--- src/design/swipe_gesture_classifier_core_defines.svh ---
// Assertion macros shared by the swipe gesture classifier RTL.
// No dependencies; include by bare file name where assertions are written.
`ifndef SWIPE_GESTURE_CLASSIFIER_CORE_DEFINES_SVH
`define SWIPE_GESTURE_CLASSIFIER_CORE_DEFINES_SVH

// Same-cycle implication, disabled during reset.
`define SGC_ASSERT_NOW(label, clk, rst, ante, cons, msg) \
   label: assert property (@(posedge clk) disable iff (rst) (ante) |-> (cons)) \
      else $error(msg);

// Next-cycle implication, disabled during reset.
`define SGC_ASSERT_NEXT(label, clk, rst, ante, cons, msg) \
   label: assert property (@(posedge clk) disable iff (rst) (ante) |=> (cons)) \
      else $error(msg);

`endif

--- src/design/sgc_pkg.sv ---
// Shared types and constants for the swipe gesture classifier.
// No dependencies; used by sgc_step and swipe_gesture_classifier_core.
package sgc_pkg;

   localparam int ACC_WIDTH = 24;                  // signed Q16.8 accumulator
   localparam int DELTA_WIDTH = 16;                // signed Q8.8 motion delta
   localparam int THR_WIDTH = 16;                  // unsigned Q8.8 threshold
   localparam int THR_SQ_WIDTH = 2 * THR_WIDTH;    // threshold squared
   localparam int SQ_WIDTH = 2 * ACC_WIDTH;        // one squared magnitude
   localparam int DIST_WIDTH = SQ_WIDTH + 1;       // sum of two squares
   localparam int SCALED_WIDTH = DIST_WIDTH + 7;   // 100 times the distance
   localparam int CODE_WIDTH = 3;

   localparam logic [3:0] FOUR_FINGERS = 4'd4;

   // Gesture code bit positions.
   localparam int CODE_FOUR_BIT = 0;
   localparam int CODE_POS_BIT = 1;
   localparam int CODE_VERT_BIT = 2;

   typedef enum logic [1:0] {
      CMD_BEGIN = 2'd0,
      CMD_UPDATE = 2'd1,
      CMD_END = 2'd2
   } cmd_type;

   typedef struct packed {
      logic signed [ACC_WIDTH-1:0] sum_x;
      logic signed [ACC_WIDTH-1:0] sum_y;
      logic [CODE_WIDTH-1:0] last_code;
      logic is_fresh;
      logic in_gesture;
   } state_type;

   typedef struct packed {
      logic emit;
      logic [CODE_WIDTH-1:0] code;
   } result_type;

endpackage

--- src/design/sgc_step.sv ---
// Single-pass evaluation of one swipe transaction: next state and optional code.
// Depends on sgc_pkg.
module sgc_step (
   input  sgc_pkg::state_type                   cur_state,
   input  logic [1:0]                           command,
   input  logic [3:0]                           finger_count,
   input  logic signed [sgc_pkg::DELTA_WIDTH-1:0] delta_x,
   input  logic signed [sgc_pkg::DELTA_WIDTH-1:0] delta_y,
   input  logic [sgc_pkg::THR_SQ_WIDTH-1:0]     thr_sq,
   output sgc_pkg::state_type                   next_state,
   output sgc_pkg::result_type                  result
);

   // Saturating add of a sign-extended delta into an accumulator.
   function automatic logic signed [sgc_pkg::ACC_WIDTH-1:0] sat_add(
      input logic signed [sgc_pkg::ACC_WIDTH-1:0] acc,
      input logic signed [sgc_pkg::DELTA_WIDTH-1:0] d
   );
      logic [sgc_pkg::ACC_WIDTH:0] wide;
      wide = {acc[sgc_pkg::ACC_WIDTH-1], acc}
           + {{(sgc_pkg::ACC_WIDTH + 1 - sgc_pkg::DELTA_WIDTH){d[sgc_pkg::DELTA_WIDTH-1]}}, d};
      if (wide[sgc_pkg::ACC_WIDTH] != wide[sgc_pkg::ACC_WIDTH-1]) begin
         sat_add = wide[sgc_pkg::ACC_WIDTH]
                 ? {1'b1, {(sgc_pkg::ACC_WIDTH-1){1'b0}}}
                 : {1'b0, {(sgc_pkg::ACC_WIDTH-1){1'b1}}};
      end else begin
         sat_add = wide[sgc_pkg::ACC_WIDTH-1:0];
      end
   endfunction

   logic signed [sgc_pkg::ACC_WIDTH-1:0] new_x;
   logic signed [sgc_pkg::ACC_WIDTH-1:0] new_y;
   logic [sgc_pkg::ACC_WIDTH-1:0]        ux;
   logic [sgc_pkg::ACC_WIDTH-1:0]        uy;
   logic [sgc_pkg::ACC_WIDTH-1:0]        ax;
   logic [sgc_pkg::ACC_WIDTH-1:0]        ay;
   logic [sgc_pkg::SQ_WIDTH-1:0]         sq_x;
   logic [sgc_pkg::SQ_WIDTH-1:0]         sq_y;
   logic [sgc_pkg::DIST_WIDTH-1:0]       dist_sum;
   logic [sgc_pkg::SCALED_WIDTH-1:0]     dist_ext;
   logic [sgc_pkg::SCALED_WIDTH-1:0]     dist_x100;
   logic                                 crossed;
   logic                                 horiz;
   logic [sgc_pkg::CODE_WIDTH-1:0]       code;
   logic [sgc_pkg::CODE_WIDTH-1:0]       opposite;
   logic                                 emit;

   assign new_x = sat_add(cur_state.sum_x, delta_x);
   assign new_y = sat_add(cur_state.sum_y, delta_y);

   // Magnitudes; the most negative sum maps to 2^(ACC_WIDTH-1), still in range.
   assign ux = new_x;
   assign uy = new_y;
   assign ax = ux[sgc_pkg::ACC_WIDTH-1] ? (~ux + sgc_pkg::ACC_WIDTH'(1)) : ux;
   assign ay = uy[sgc_pkg::ACC_WIDTH-1] ? (~uy + sgc_pkg::ACC_WIDTH'(1)) : uy;

   assign sq_x = ax * ax;
   assign sq_y = ay * ay;
   assign dist_sum = sgc_pkg::DIST_WIDTH'(sq_x) + sgc_pkg::DIST_WIDTH'(sq_y);

   // 100 * dist_sum as shifted adds (64 + 32 + 4).
   assign dist_ext = sgc_pkg::SCALED_WIDTH'(dist_sum);
   assign dist_x100 = (dist_ext << 6) + (dist_ext << 5) + (dist_ext << 2);

   assign crossed = cur_state.is_fresh
                  ? (dist_sum > sgc_pkg::DIST_WIDTH'(thr_sq))
                  : (dist_x100 > sgc_pkg::SCALED_WIDTH'(thr_sq));

   assign horiz = ax > ay;

   always_comb begin
      code = '0;
      code[sgc_pkg::CODE_FOUR_BIT] = (finger_count == sgc_pkg::FOUR_FINGERS);
      code[sgc_pkg::CODE_VERT_BIT] = !horiz;
      code[sgc_pkg::CODE_POS_BIT] = horiz ? !new_x[sgc_pkg::ACC_WIDTH-1]
                                          : !new_y[sgc_pkg::ACC_WIDTH-1];
   end

   always_comb begin
      opposite = cur_state.last_code;
      opposite[sgc_pkg::CODE_POS_BIT] = !cur_state.last_code[sgc_pkg::CODE_POS_BIT];
   end

   assign emit = crossed && (cur_state.is_fresh || code == opposite);

   always_comb begin
      next_state = cur_state;
      result.emit = 1'b0;
      result.code = code;
      unique case (sgc_pkg::cmd_type'(command))
         sgc_pkg::CMD_BEGIN: begin
            if (!cur_state.in_gesture) begin
               next_state.in_gesture = 1'b1;
               next_state.is_fresh = 1'b1;
               next_state.sum_x = '0;
               next_state.sum_y = '0;
            end
         end
         sgc_pkg::CMD_UPDATE: begin
            if (cur_state.in_gesture) begin
               if (emit) begin
                  next_state.sum_x = '0;
                  next_state.sum_y = '0;
                  next_state.last_code = code;
                  next_state.is_fresh = 1'b0;
                  result.emit = 1'b1;
               end else begin
                  next_state.sum_x = new_x;
                  next_state.sum_y = new_y;
               end
            end
         end
         sgc_pkg::CMD_END: begin
            next_state.in_gesture = 1'b0;
         end
         default: begin
            // reserved command: hold everything
         end
      endcase
   end

endmodule

--- src/design/swipe_gesture_classifier_core.sv ---
// Swipe gesture classifier top level: input register, state, result register.
// Depends on sgc_pkg, sgc_step and swipe_gesture_classifier_core_defines.svh.
//
//   channel | direction | handshake              | payload
//   --------+-----------+------------------------+-----------------------------------------
//   req     | in        | req_valid / req_ready  | command, finger_count, delta_x, delta_y
//   rsp     | out       | rsp_valid / rsp_ready  | gesture_code
//   csr     | in        | csr_write_enable       | threshold (csr_write_data)
//
// One transaction per cycle sustained while rsp is not stalled. A transaction is
// held in the input register, then a single pass (saturating add, two squarers,
// scaled compare) updates the gesture state and, when the step emits a code, loads
// the result register that drives rsp.
// Synchronous active-high reset clears the state, the threshold and both valid flags.
// A stalled rsp channel holds the result; the input register still takes one more
// transaction, then req_ready drops until the result is taken.
`include "swipe_gesture_classifier_core_defines.svh"

module swipe_gesture_classifier_core (
   input  logic                                   clock,
   input  logic                                   reset,
   input  logic                                   req_valid,
   output logic                                   req_ready,
   input  logic [1:0]                             req_command,
   input  logic [3:0]                             req_finger_count,
   input  logic signed [sgc_pkg::DELTA_WIDTH-1:0] req_delta_x,
   input  logic signed [sgc_pkg::DELTA_WIDTH-1:0] req_delta_y,
   output logic                                   rsp_valid,
   input  logic                                   rsp_ready,
   output logic [sgc_pkg::CODE_WIDTH-1:0]         rsp_gesture_code,
   input  logic                                   csr_write_enable,
   input  logic [sgc_pkg::THR_WIDTH-1:0]          csr_write_data
);

   // Input register.
   logic                                   in_valid_ff;
   logic                                   in_valid_in;
   logic [1:0]                             in_command_ff;
   logic [3:0]                             in_fingers_ff;
   logic signed [sgc_pkg::DELTA_WIDTH-1:0] in_dx_ff;
   logic signed [sgc_pkg::DELTA_WIDTH-1:0] in_dy_ff;

   // Gesture state and threshold squared (squared once at write time).
   sgc_pkg::state_type                     state_ff;
   sgc_pkg::state_type                     state_in;
   logic [sgc_pkg::THR_SQ_WIDTH-1:0]       thr_sq_ff;
   logic [sgc_pkg::THR_SQ_WIDTH-1:0]       thr_sq_in;

   // Result register.
   logic                                   rsp_valid_ff;
   logic                                   rsp_valid_in;
   logic [sgc_pkg::CODE_WIDTH-1:0]         rsp_code_ff;

   sgc_pkg::result_type                    step_result;
   logic                                   take_req;
   logic                                   out_free;
   logic                                   fire;

   // Advance the held transaction whenever the result register can take a code.
   assign out_free = !rsp_valid_ff || rsp_ready;
   assign fire = in_valid_ff && out_free;
   assign req_ready = !in_valid_ff || fire;
   assign take_req = req_valid && req_ready;

   sgc_step u_step (
      .cur_state    (state_ff),
      .command      (in_command_ff),
      .finger_count (in_fingers_ff),
      .delta_x      (in_dx_ff),
      .delta_y      (in_dy_ff),
      .thr_sq       (thr_sq_ff),
      .next_state   (state_in),
      .result       (step_result)
   );

   assign in_valid_in = take_req || (in_valid_ff && !fire);
   // Drop the shown code once taken; load a new one only when the step emits.
   assign rsp_valid_in = fire ? step_result.emit : (rsp_valid_ff && !rsp_ready);
   assign thr_sq_in = csr_write_enable
                    ? sgc_pkg::THR_SQ_WIDTH'(csr_write_data)
                      * sgc_pkg::THR_SQ_WIDTH'(csr_write_data)
                    : thr_sq_ff;

   always_ff @(posedge clock) begin
      if (reset) begin
         in_valid_ff <= 1'b0;
         rsp_valid_ff <= 1'b0;
         thr_sq_ff <= '0;
         state_ff.sum_x <= '0;
         state_ff.sum_y <= '0;
         state_ff.last_code <= '0;
         state_ff.is_fresh <= 1'b1;
         state_ff.in_gesture <= 1'b0;
      end else begin
         in_valid_ff <= in_valid_in;
         rsp_valid_ff <= rsp_valid_in;
         thr_sq_ff <= thr_sq_in;
         if (fire) begin
            state_ff <= state_in;
         end
      end
   end

   // Payload registers: no reset needed.
   always_ff @(posedge clock) begin
      if (take_req) begin
         in_command_ff <= req_command;
         in_fingers_ff <= req_finger_count;
         in_dx_ff <= req_delta_x;
         in_dy_ff <= req_delta_y;
      end
      if (fire && step_result.emit) begin
         rsp_code_ff <= step_result.code;
      end
   end

   assign rsp_valid = rsp_valid_ff;
   assign rsp_gesture_code = rsp_code_ff;

   // An emitted code is remembered as the last code and ends freshness.
   `SGC_ASSERT_NEXT(a_emit_records_code, clock, reset, fire && step_result.emit, !state_ff.is_fresh && state_ff.last_code == rsp_code_ff && rsp_valid_ff, "emitted code not recorded in state")
   // Codes are only produced inside a gesture.
   `SGC_ASSERT_NOW(a_emit_in_gesture, clock, reset, fire && step_result.emit, state_ff.in_gesture, "code emitted outside a gesture")
   // Emitting clears both accumulators.
   `SGC_ASSERT_NEXT(a_emit_clears_sums, clock, reset, fire && step_result.emit, state_ff.sum_x == '0 && state_ff.sum_y == '0, "accumulators not cleared on emit")
   // An empty input register always accepts.
   `SGC_ASSERT_NOW(a_empty_ready, clock, reset, !in_valid_ff, req_ready, "input register empty but not ready")

endmodule
--- config.mk ---
export PLATFORM = sky130hd
export DESIGN_NAME = swipe_gesture_classifier_core
export DESIGN_NICKNAME = d
export VERILOG_FILES = /design/src/design/sgc_pkg.sv /design/src/design/sgc_step.sv /design/src/design/swipe_gesture_classifier_core.sv
export VERILOG_INCLUDE_DIRS = /design/src /design/src/design
export SDC_FILE = /design/constraint.sdc
export NUM_CORES = 2
export LEC_CHECK = 0
export BUFFER_PORTS_ARGS = -buffer_cell sky130_fd_sc_hd__buf_2
export CELL_PAD_IN_SITES_DETAIL_PLACEMENT = 0
export CELL_PAD_IN_SITES_GLOBAL_PLACEMENT = 1
export CORE_UTILIZATION = 50
export DETAILED_ROUTE_END_ITERATION = 8
export PLACE_DENSITY_LB_ADDON = 0.3
export SKIP_LAST_GASP = 1
export SLEW_MARGIN = 40
export SYNTH_ARGS = -nofsm -noshare
export SYNTH_HDL_FRONTEND = slang
export SYNTH_SLANG_ARGS = --single-unit
--- constraint.sdc ---
create_clock -name clock -period 51.1 [get_ports clock]
set_input_delay 2.555 -clock clock [delete_from_list [all_inputs] [get_ports clock]]
set_output_delay 2.555 -clock clock [all_outputs]
set_load 0.03 [all_outputs]
### Word level (Yosys, flattened, before mapping)

Index checks and enable logic that the tools add are counted.

| storage, ports and cells | value |
|---|---|
| word-level logic and storage cells | 82 |
| register bits | 128 |

| operators by class | value |
|---|---|
| add/sub/neg operators | 7 |
| reduce and logical (&&, ||, !) cells | 25 |
| $mul | 3 |
| equal/unequal tests | 9 |
| bitwise logic cells | 2 |
| mux-type cells | 20 |
| magnitude comparators | 3 |

Operators with widths:

| kind | count |
|---|---|
| 2-to-1 mux 24 bit | 6 |
| multiplier 24 x 24 -> 48 bit | 2 |
| 2-to-1 mux 48 bit | 2 |
| case mux 48 bit (2 select lines) | 1 |
| adder 55 x 54 -> 56 bit | 1 |
| adder 56 x 51 -> 56 bit | 1 |
| > comparator 56 x 32 -> 1 bit | 1 |
| 2-to-1 mux 52 bit | 1 |
| adder 24 x 16 -> 25 bit | 2 |
| adder 48 x 48 -> 49 bit | 1 |
| > comparator 49 x 32 -> 1 bit | 1 |
| adder 24 x 1 -> 24 bit, second input constant | 2 |
| NOT 24 bit | 2 |
| multiplier 16 x 16 -> 32 bit | 1 |
| > comparator 24 bit | 1 |
| zero test 1 bit | 8 |
| AND reduction 4 bit | 2 |
| logical AND 1 bit | 6 |
| 2-to-1 mux 1 bit | 6 |
| AND reduction 5 bit | 1 |
| == test 4 x 3 -> 1 bit, second input constant | 1 |
| logical OR 1 bit | 4 |
| 2-to-1 mux 4 bit | 1 |
| inequality test 2 bit, second input constant | 2 |
| other kinds (10) | 13 |

### Logic depth before layout (Yosys ltp)

| logic depth | value |
|---|---|
| depth in word-level cells | 17 |
| gate-level depth with buffers | 80 |
| depth with buffers taken out | 72 |

### Hierarchy

A second synthesis with hierarchy kept.

| unflattened totals | value |
|---|---|
| cell total of the unflattened synthesis | 6551 |
| area, all modules | 56355.3 um2 |

By module, submodules not included:

| module | instances | cells an instance | area each (um2) | seq. area each (um2) |
|---|---|---|---|---|
| sgc_step | 1 | 5241 | 44520.2 | 0.0 |
| swipe_gesture_classifier_core | 1 | 1310 | 11835.1 | 2952.8 |

### Least setup slack after synthesis

No wires, ideal clock.

| timing | value |
|---|---|
| kind | register to register |
| start point | register in_dy_ff[1] in the netlist's numbering |
| end point | register state_ff[5] in the netlist's numbering |
| stages on the path, launching flop included | 73 |
| arrival time | 17.028 ns |
| period minus slack after synthesis | 17.099 ns |
| slack | 34.001 ns |
| library setup time | 0.070 ns |
| required time | 51.030 ns |
| cells stage by stage | edfxtp_1 > ha_1 > a211oi_1 > o211ai_1 > a31oi_1 > o211ai_1 > a221oi_1 > o21ai_0 > a21oi_1 > xnor2_1 > ha_1 > clkbuf_1 > clkbuf_1 > nand3_1 > clkbuf_1 > o21ai_0 > clkbuf_1 > ha_1 > (+37 left out) > ha_1 > a21o_1 > ha_1 > inv_1 > nor3_1 > a211oi_1 > o2111ai_1 > or4_1 > a2111oi_0 > o311ai_0 > nor4_1 > nand4_1 > nor4_1 > a41o_1 > o2111ai_1 > buf_2 > buf_2 > o21ai_1 |

| between the ends | value |
|---|---|
| word-level cells in the longest chain between the ends | 16 |
| elaborated cells on any way between the ends | 24 |
| those cells by class | add/sub: 5; mul: 1; order compare: 3; eq/ne: 2; mux: 8; bitwise: 1; reduce/logical: 4 |

RTL lines:

| what | RTL line | source |
|---|---|---|
| from (decl) | swipe_gesture_classifier_core.sv:41 | `logic signed [sgc_pkg::DELTA_WIDTH-1:0] in_dy_ff;` |
| from (signal assigned) | swipe_gesture_classifier_core.sv:110 | `in_dy_ff <= req_delta_y;` |
| adder 24 x 16 -> 25 bit * | sgc_step.sv:21 | `+ {{(sgc_pkg::ACC_WIDTH + 1 - sgc_pkg::DELTA_WIDTH){d[sgc_pkg::DELTA_WIDTH-1]}}, d};` |
| 2-to-1 mux 24 bit / inequality test 1 bit (equally long branches) | sgc_step.sv:24, sgc_step.sv:22 |  |
| 2-to-1 mux 24 bit * | sgc_step.sv:22 | `if (wide[sgc_pkg::ACC_WIDTH] != wide[sgc_pkg::ACC_WIDTH-1]) begin` |
| NOT 24 bit | sgc_step.sv:55 | `assign ay = uy[sgc_pkg::ACC_WIDTH-1] ? (~uy + sgc_pkg::ACC_WIDTH'(1)) : uy;` |
| adder 24 x 1 -> 24 bit | sgc_step.sv:55 |  |
| 2-to-1 mux 24 bit | sgc_step.sv:55 |  |
| multiplier 24 x 24 -> 48 bit | sgc_step.sv:58 | `assign sq_y = ay * ay;` |
| adder 48 x 48 -> 49 bit | sgc_step.sv:59 | `assign dist_sum = sgc_pkg::DIST_WIDTH'(sq_x) + sgc_pkg::DIST_WIDTH'(sq_y);` |
| adder 55 x 54 -> 56 bit | sgc_step.sv:63 | `assign dist_x100 = (dist_ext << 6) + (dist_ext << 5) + (dist_ext << 2);` |
| adder 56 x 51 -> 56 bit | sgc_step.sv:63 |  |
| > comparator 56 x 32 -> 1 bit | sgc_step.sv:67 | `: (dist_x100 > sgc_pkg::SCALED_WIDTH'(thr_sq));` |
| 2-to-1 mux 1 bit | sgc_step.sv:66 | `? (dist_sum > sgc_pkg::DIST_WIDTH'(thr_sq))` |
| logical AND 1 bit | sgc_step.sv:84 | `assign emit = crossed && (cur_state.is_fresh \|\| code == opposite);` |
| 2-to-1 mux 48 bit * | sgc_step.sv:101 | `if (emit) begin` |
| 2-to-1 mux 52 bit * | sgc_step.sv:100 | `if (cur_state.in_gesture) begin` |
| case mux 48 bit (2 select lines) * | sgc_step.sv:90 | `unique case (sgc_pkg::cmd_type'(command))` |
| to (signal assigned) | swipe_gesture_classifier_core.sv:99 | `state_ff <= state_in;` |
| to (decl) | swipe_gesture_classifier_core.sv:44 | `sgc_pkg::state_type state_ff;` |

Every way passes the cells marked *; elsewhere a longest branch is shown, timed or not. The select of a mux whose other input is x is not followed.
A chain may end at the register's enable or synchronous reset.

### Worst setup path after layout

| timing | value |
|---|---|
| start point | register in_dx_ff[1] in the netlist's numbering |
| end point | register state_ff[23] in the netlist's numbering |

| between the ends | value |
|---|---|
| word-level cells in the longest chain between the ends | 16 |
| elaborated cells on any way between the ends | 24 |
| those cells by class | add/sub: 5; mul: 1; order compare: 3; eq/ne: 2; mux: 8; bitwise: 1; reduce/logical: 4 |

RTL lines:

| what | RTL line | source |
|---|---|---|
| from (decl) | swipe_gesture_classifier_core.sv:40 | `logic signed [sgc_pkg::DELTA_WIDTH-1:0] in_dx_ff;` |
| from (signal assigned) | swipe_gesture_classifier_core.sv:109 | `in_dx_ff <= req_delta_x;` |
| adder 24 x 16 -> 25 bit * | sgc_step.sv:21 |  |
| 2-to-1 mux 24 bit / inequality test 1 bit (equally long branches) | sgc_step.sv:24, sgc_step.sv:22 |  |
| 2-to-1 mux 24 bit * | sgc_step.sv:22 |  |
| NOT 24 bit | sgc_step.sv:54 | `assign ax = ux[sgc_pkg::ACC_WIDTH-1] ? (~ux + sgc_pkg::ACC_WIDTH'(1)) : ux;` |
| adder 24 x 1 -> 24 bit | sgc_step.sv:54 |  |
| 2-to-1 mux 24 bit | sgc_step.sv:54 |  |
| multiplier 24 x 24 -> 48 bit | sgc_step.sv:57 | `assign sq_x = ax * ax;` |
| adder 48 x 48 -> 49 bit | sgc_step.sv:59 |  |
| adder 55 x 54 -> 56 bit | sgc_step.sv:63 |  |
| adder 56 x 51 -> 56 bit | sgc_step.sv:63 |  |
| > comparator 56 x 32 -> 1 bit | sgc_step.sv:67 |  |
| 2-to-1 mux 1 bit | sgc_step.sv:66 |  |
| logical AND 1 bit * | sgc_step.sv:84 |  |
| 2-to-1 mux 48 bit * | sgc_step.sv:101 |  |
| 2-to-1 mux 52 bit * | sgc_step.sv:100 |  |
| case mux 48 bit (2 select lines) * | sgc_step.sv:90 |  |

Marked as above.

==> run metrics <==
status finished clean; WP data required 51.54 ns; simple-gate share of the synthesized area 0.111; WP data arrival 21.37 ns; flop2flop setup slack 30.18 ns; Post-CTS Resized 0; setup bufs post-CTS 0; final setup violating endpoints 0; initial antenna violation count 1; Inserted Clock Buffers 17; Die ar. 110000 µm²; xor/xnor share of the synthesized area 0.0304; f_max 47.8 MHz; # rows 120; Layout Nets 8046; chip height 332 µm; max-cap violations 0; max-slew violations 0; Setup crit start kind flip-flop; # fillers 10200; via count 41200; Sink Count 127; diode count 0; Mapped Area 54400 µm²; drt wl/cell 20.0 µm; Final Hold Viols 0; first-pass GRT wire length 247 mm; input/output buffers 63; initial core utilization 0.506; # DRC 0; Primary FF master, synth dfxtp_1; I/O pin count 64; cell count after synthesis 6173; Min-Delay Startpoint state_ff[18]; GRT overflow 0; clock buffer depth 2; Async SR Flop Fraction 0; initial drt markers 2868; Setup crit end kind flip-flop; Final Skew 0.0237 ns; launching point of the worst reg2reg path in_dx_ff[1]; share of cells above drive strength 1 0.0357; top sig layer met5; WS Path Type reg -> reg; met2 WL post-DR 70.5 mm; post-route ant nets 0; wl on met1 67.1 mm; sequential-to-total area share from yosys stat 0.0542; main combinational cell family by area after synthesis adder cells; Setup TNS 0 ns; Hold Path Class reg -> reg; Synth Area per Inst 8.82 µm²; Die Wd 332 µm; Layout area overhead 5.32%; Max stage delay on crit path 0.80 ns; CP dominant cell by count fa_1; yosys warns 0; vias in the first global route 44400; Netlist cell types 85; RSZ-0062 raised after global routing false; CTS tree done; Slew headroom 0.370; period utilization 0.409; clock-pin slew on the worst setup and hold paths 0.06 ns; Min Clock Period, post-route 20.92 ns; Compound-Gate Fraction of Synth Area 0.103; largest net degree at the start of global routing 49; Slew @ Worst Pin 0.940 ns; met3 wire len 10.6 mm; mux share of post-synthesis cell area 0.00671; core box area 108000 µm²; Vias per Instance 5.41; Worst-Skew Late Latency 0.51 ns; CTS Hold Bufs 0; post-synthesis register bit count 127; Post-synth EDFFs 41; critical path startpoint in_dx_ff[1]; Placer Congestion 0.958; CP max stage cell clkinv_1; drt first pass iters 6; Root Driver clkbuf_16; Post-DP HPWL 129 mm; final WL 152 mm; Crit Path Max Fanout 19; Tot GR Track Use 0.289; Post-Synth Adder-Cell Area 0.568; htree depth 4
==> flip-flops by register name, indices dropped and copies added, names as in the netlist <==
register / cells
state_ff: 53
thr_sq_ff: 31
in_dx_ff: 16
in_dy_ff: 16
in_fingers_ff: 4
rsp_gesture_code: 3
in_command_ff: 2
in_valid_ff: 1
rsp_valid: 1
==> kinds of logic after synthesis <==
kind of cell / count (synthesis)
AO/OA/AOI/OAI: 845
XOR/XNOR: 189
adder cells (fa/ha/maj): 1785
buffers and inverters: 1826
flip-flops: 127
multiplexers: 36
other: 2
AND/OR/NAND/NOR: 1363
==> critical path, delay by kind of cell (launching register included) <==
family | cells | cell delay (ns)
AOI/OAI and AO/OA | 24 | 7.29
adders and majority gates | 15 | 6.49
and+or+nand+nor | 12 | 2.93
buffers and inverters | 13 | 2.82
xor gates and xnor gates | 3 | 0.81
DFF | 1 | 0.43
==> placed cells by master, fill, tap and decap left out, drive strengths merged, types with 17 or more instances in the layout <==
master / n
ha: 644
a21o: 125
nor3: 43
o21ai: 165
dfxtp: 86
conb: 38
clkinv: 18
and2: 69
edfxtp: 41
o21bai: 37
nand4: 33
nor2: 459
and3: 21
a31oi: 19
inv: 1655
xnor2: 114
a211oi: 28
xor2: 75
a21oi: 221
fa: 1141
o31ai: 17
buf: 134
nand2b: 45
nand3: 49
a22o: 19
clkbuf: 19
nor2b: 43
o21a: 42
nand2: 519
mux2i: 32
==> per-stage QoR <==
stage,util,instance area [µm²],cells,hold WS (ns),setup slack (ns)
6_report,0.533,57300,7618,0.451,30.18
3_3_place_gp,0.527,56600,7584,0.437,29.17
2_1_floorplan,-,54600,6209,0.429,34.00
5_1_grt,0.533,57300,7618,0.478,28.73
3_5_place_dp,0.527,56700,7586,0.448,29.94
4_1_cts,0.533,57300,7618,0.456,29.81
==> layout make-up <==
cell class,instances,area (µm²),share of cell area
inverter,1666,6260,0.109
sequential,127,2950,0.0515
clock inverter,13,184,0.00321
timing repair buffer,134,866,0.0151
multi-input combinational,4256,44900,0.783
tap,1403,1760,0.0306
clock buffer,19,443,0.00773
==> cell usage after synthesis (all sizes together) (49+ instances only) <==
cell | count | area share
inv | 1653 | 0.11
fa | 1141 | 0.42
ha | 644 | 0.15
nand2 | 519 | 0.036
nor2 | 459 | 0.032
a21oi | 221 | 0.020
o21ai | 165 | 0.015
clkbuf | 146 | 0.010
a21o | 125 | 0.017
xnor2 | 114 | 0.018
dfxtp | 86 | 0.032
xor2 | 75 | 0.012
and2 | 69 | 0.0079
nand3 | 49 | 0.0045
==> worst paths after layout <==
path,end,cells after the start
worst max-delay path,state_ff[23],67
worst min-delay path,state_ff[18],2
worst max register to register,state_ff[23],67
worst min register to register,state_ff[18],2
==> layer usage <==
layer / global-route usage / vias up
met4: 0.0754 / 2
met1: 0.395 / 20700
met3: 0.0498 / 229
met2: 0.474 / 1265
li1: - / 19000
met5: 0 / -
Power is left out: the tool's default activity adds up to more than one toggle a clock period on the data nets, which glitch-free logic cannot reach.
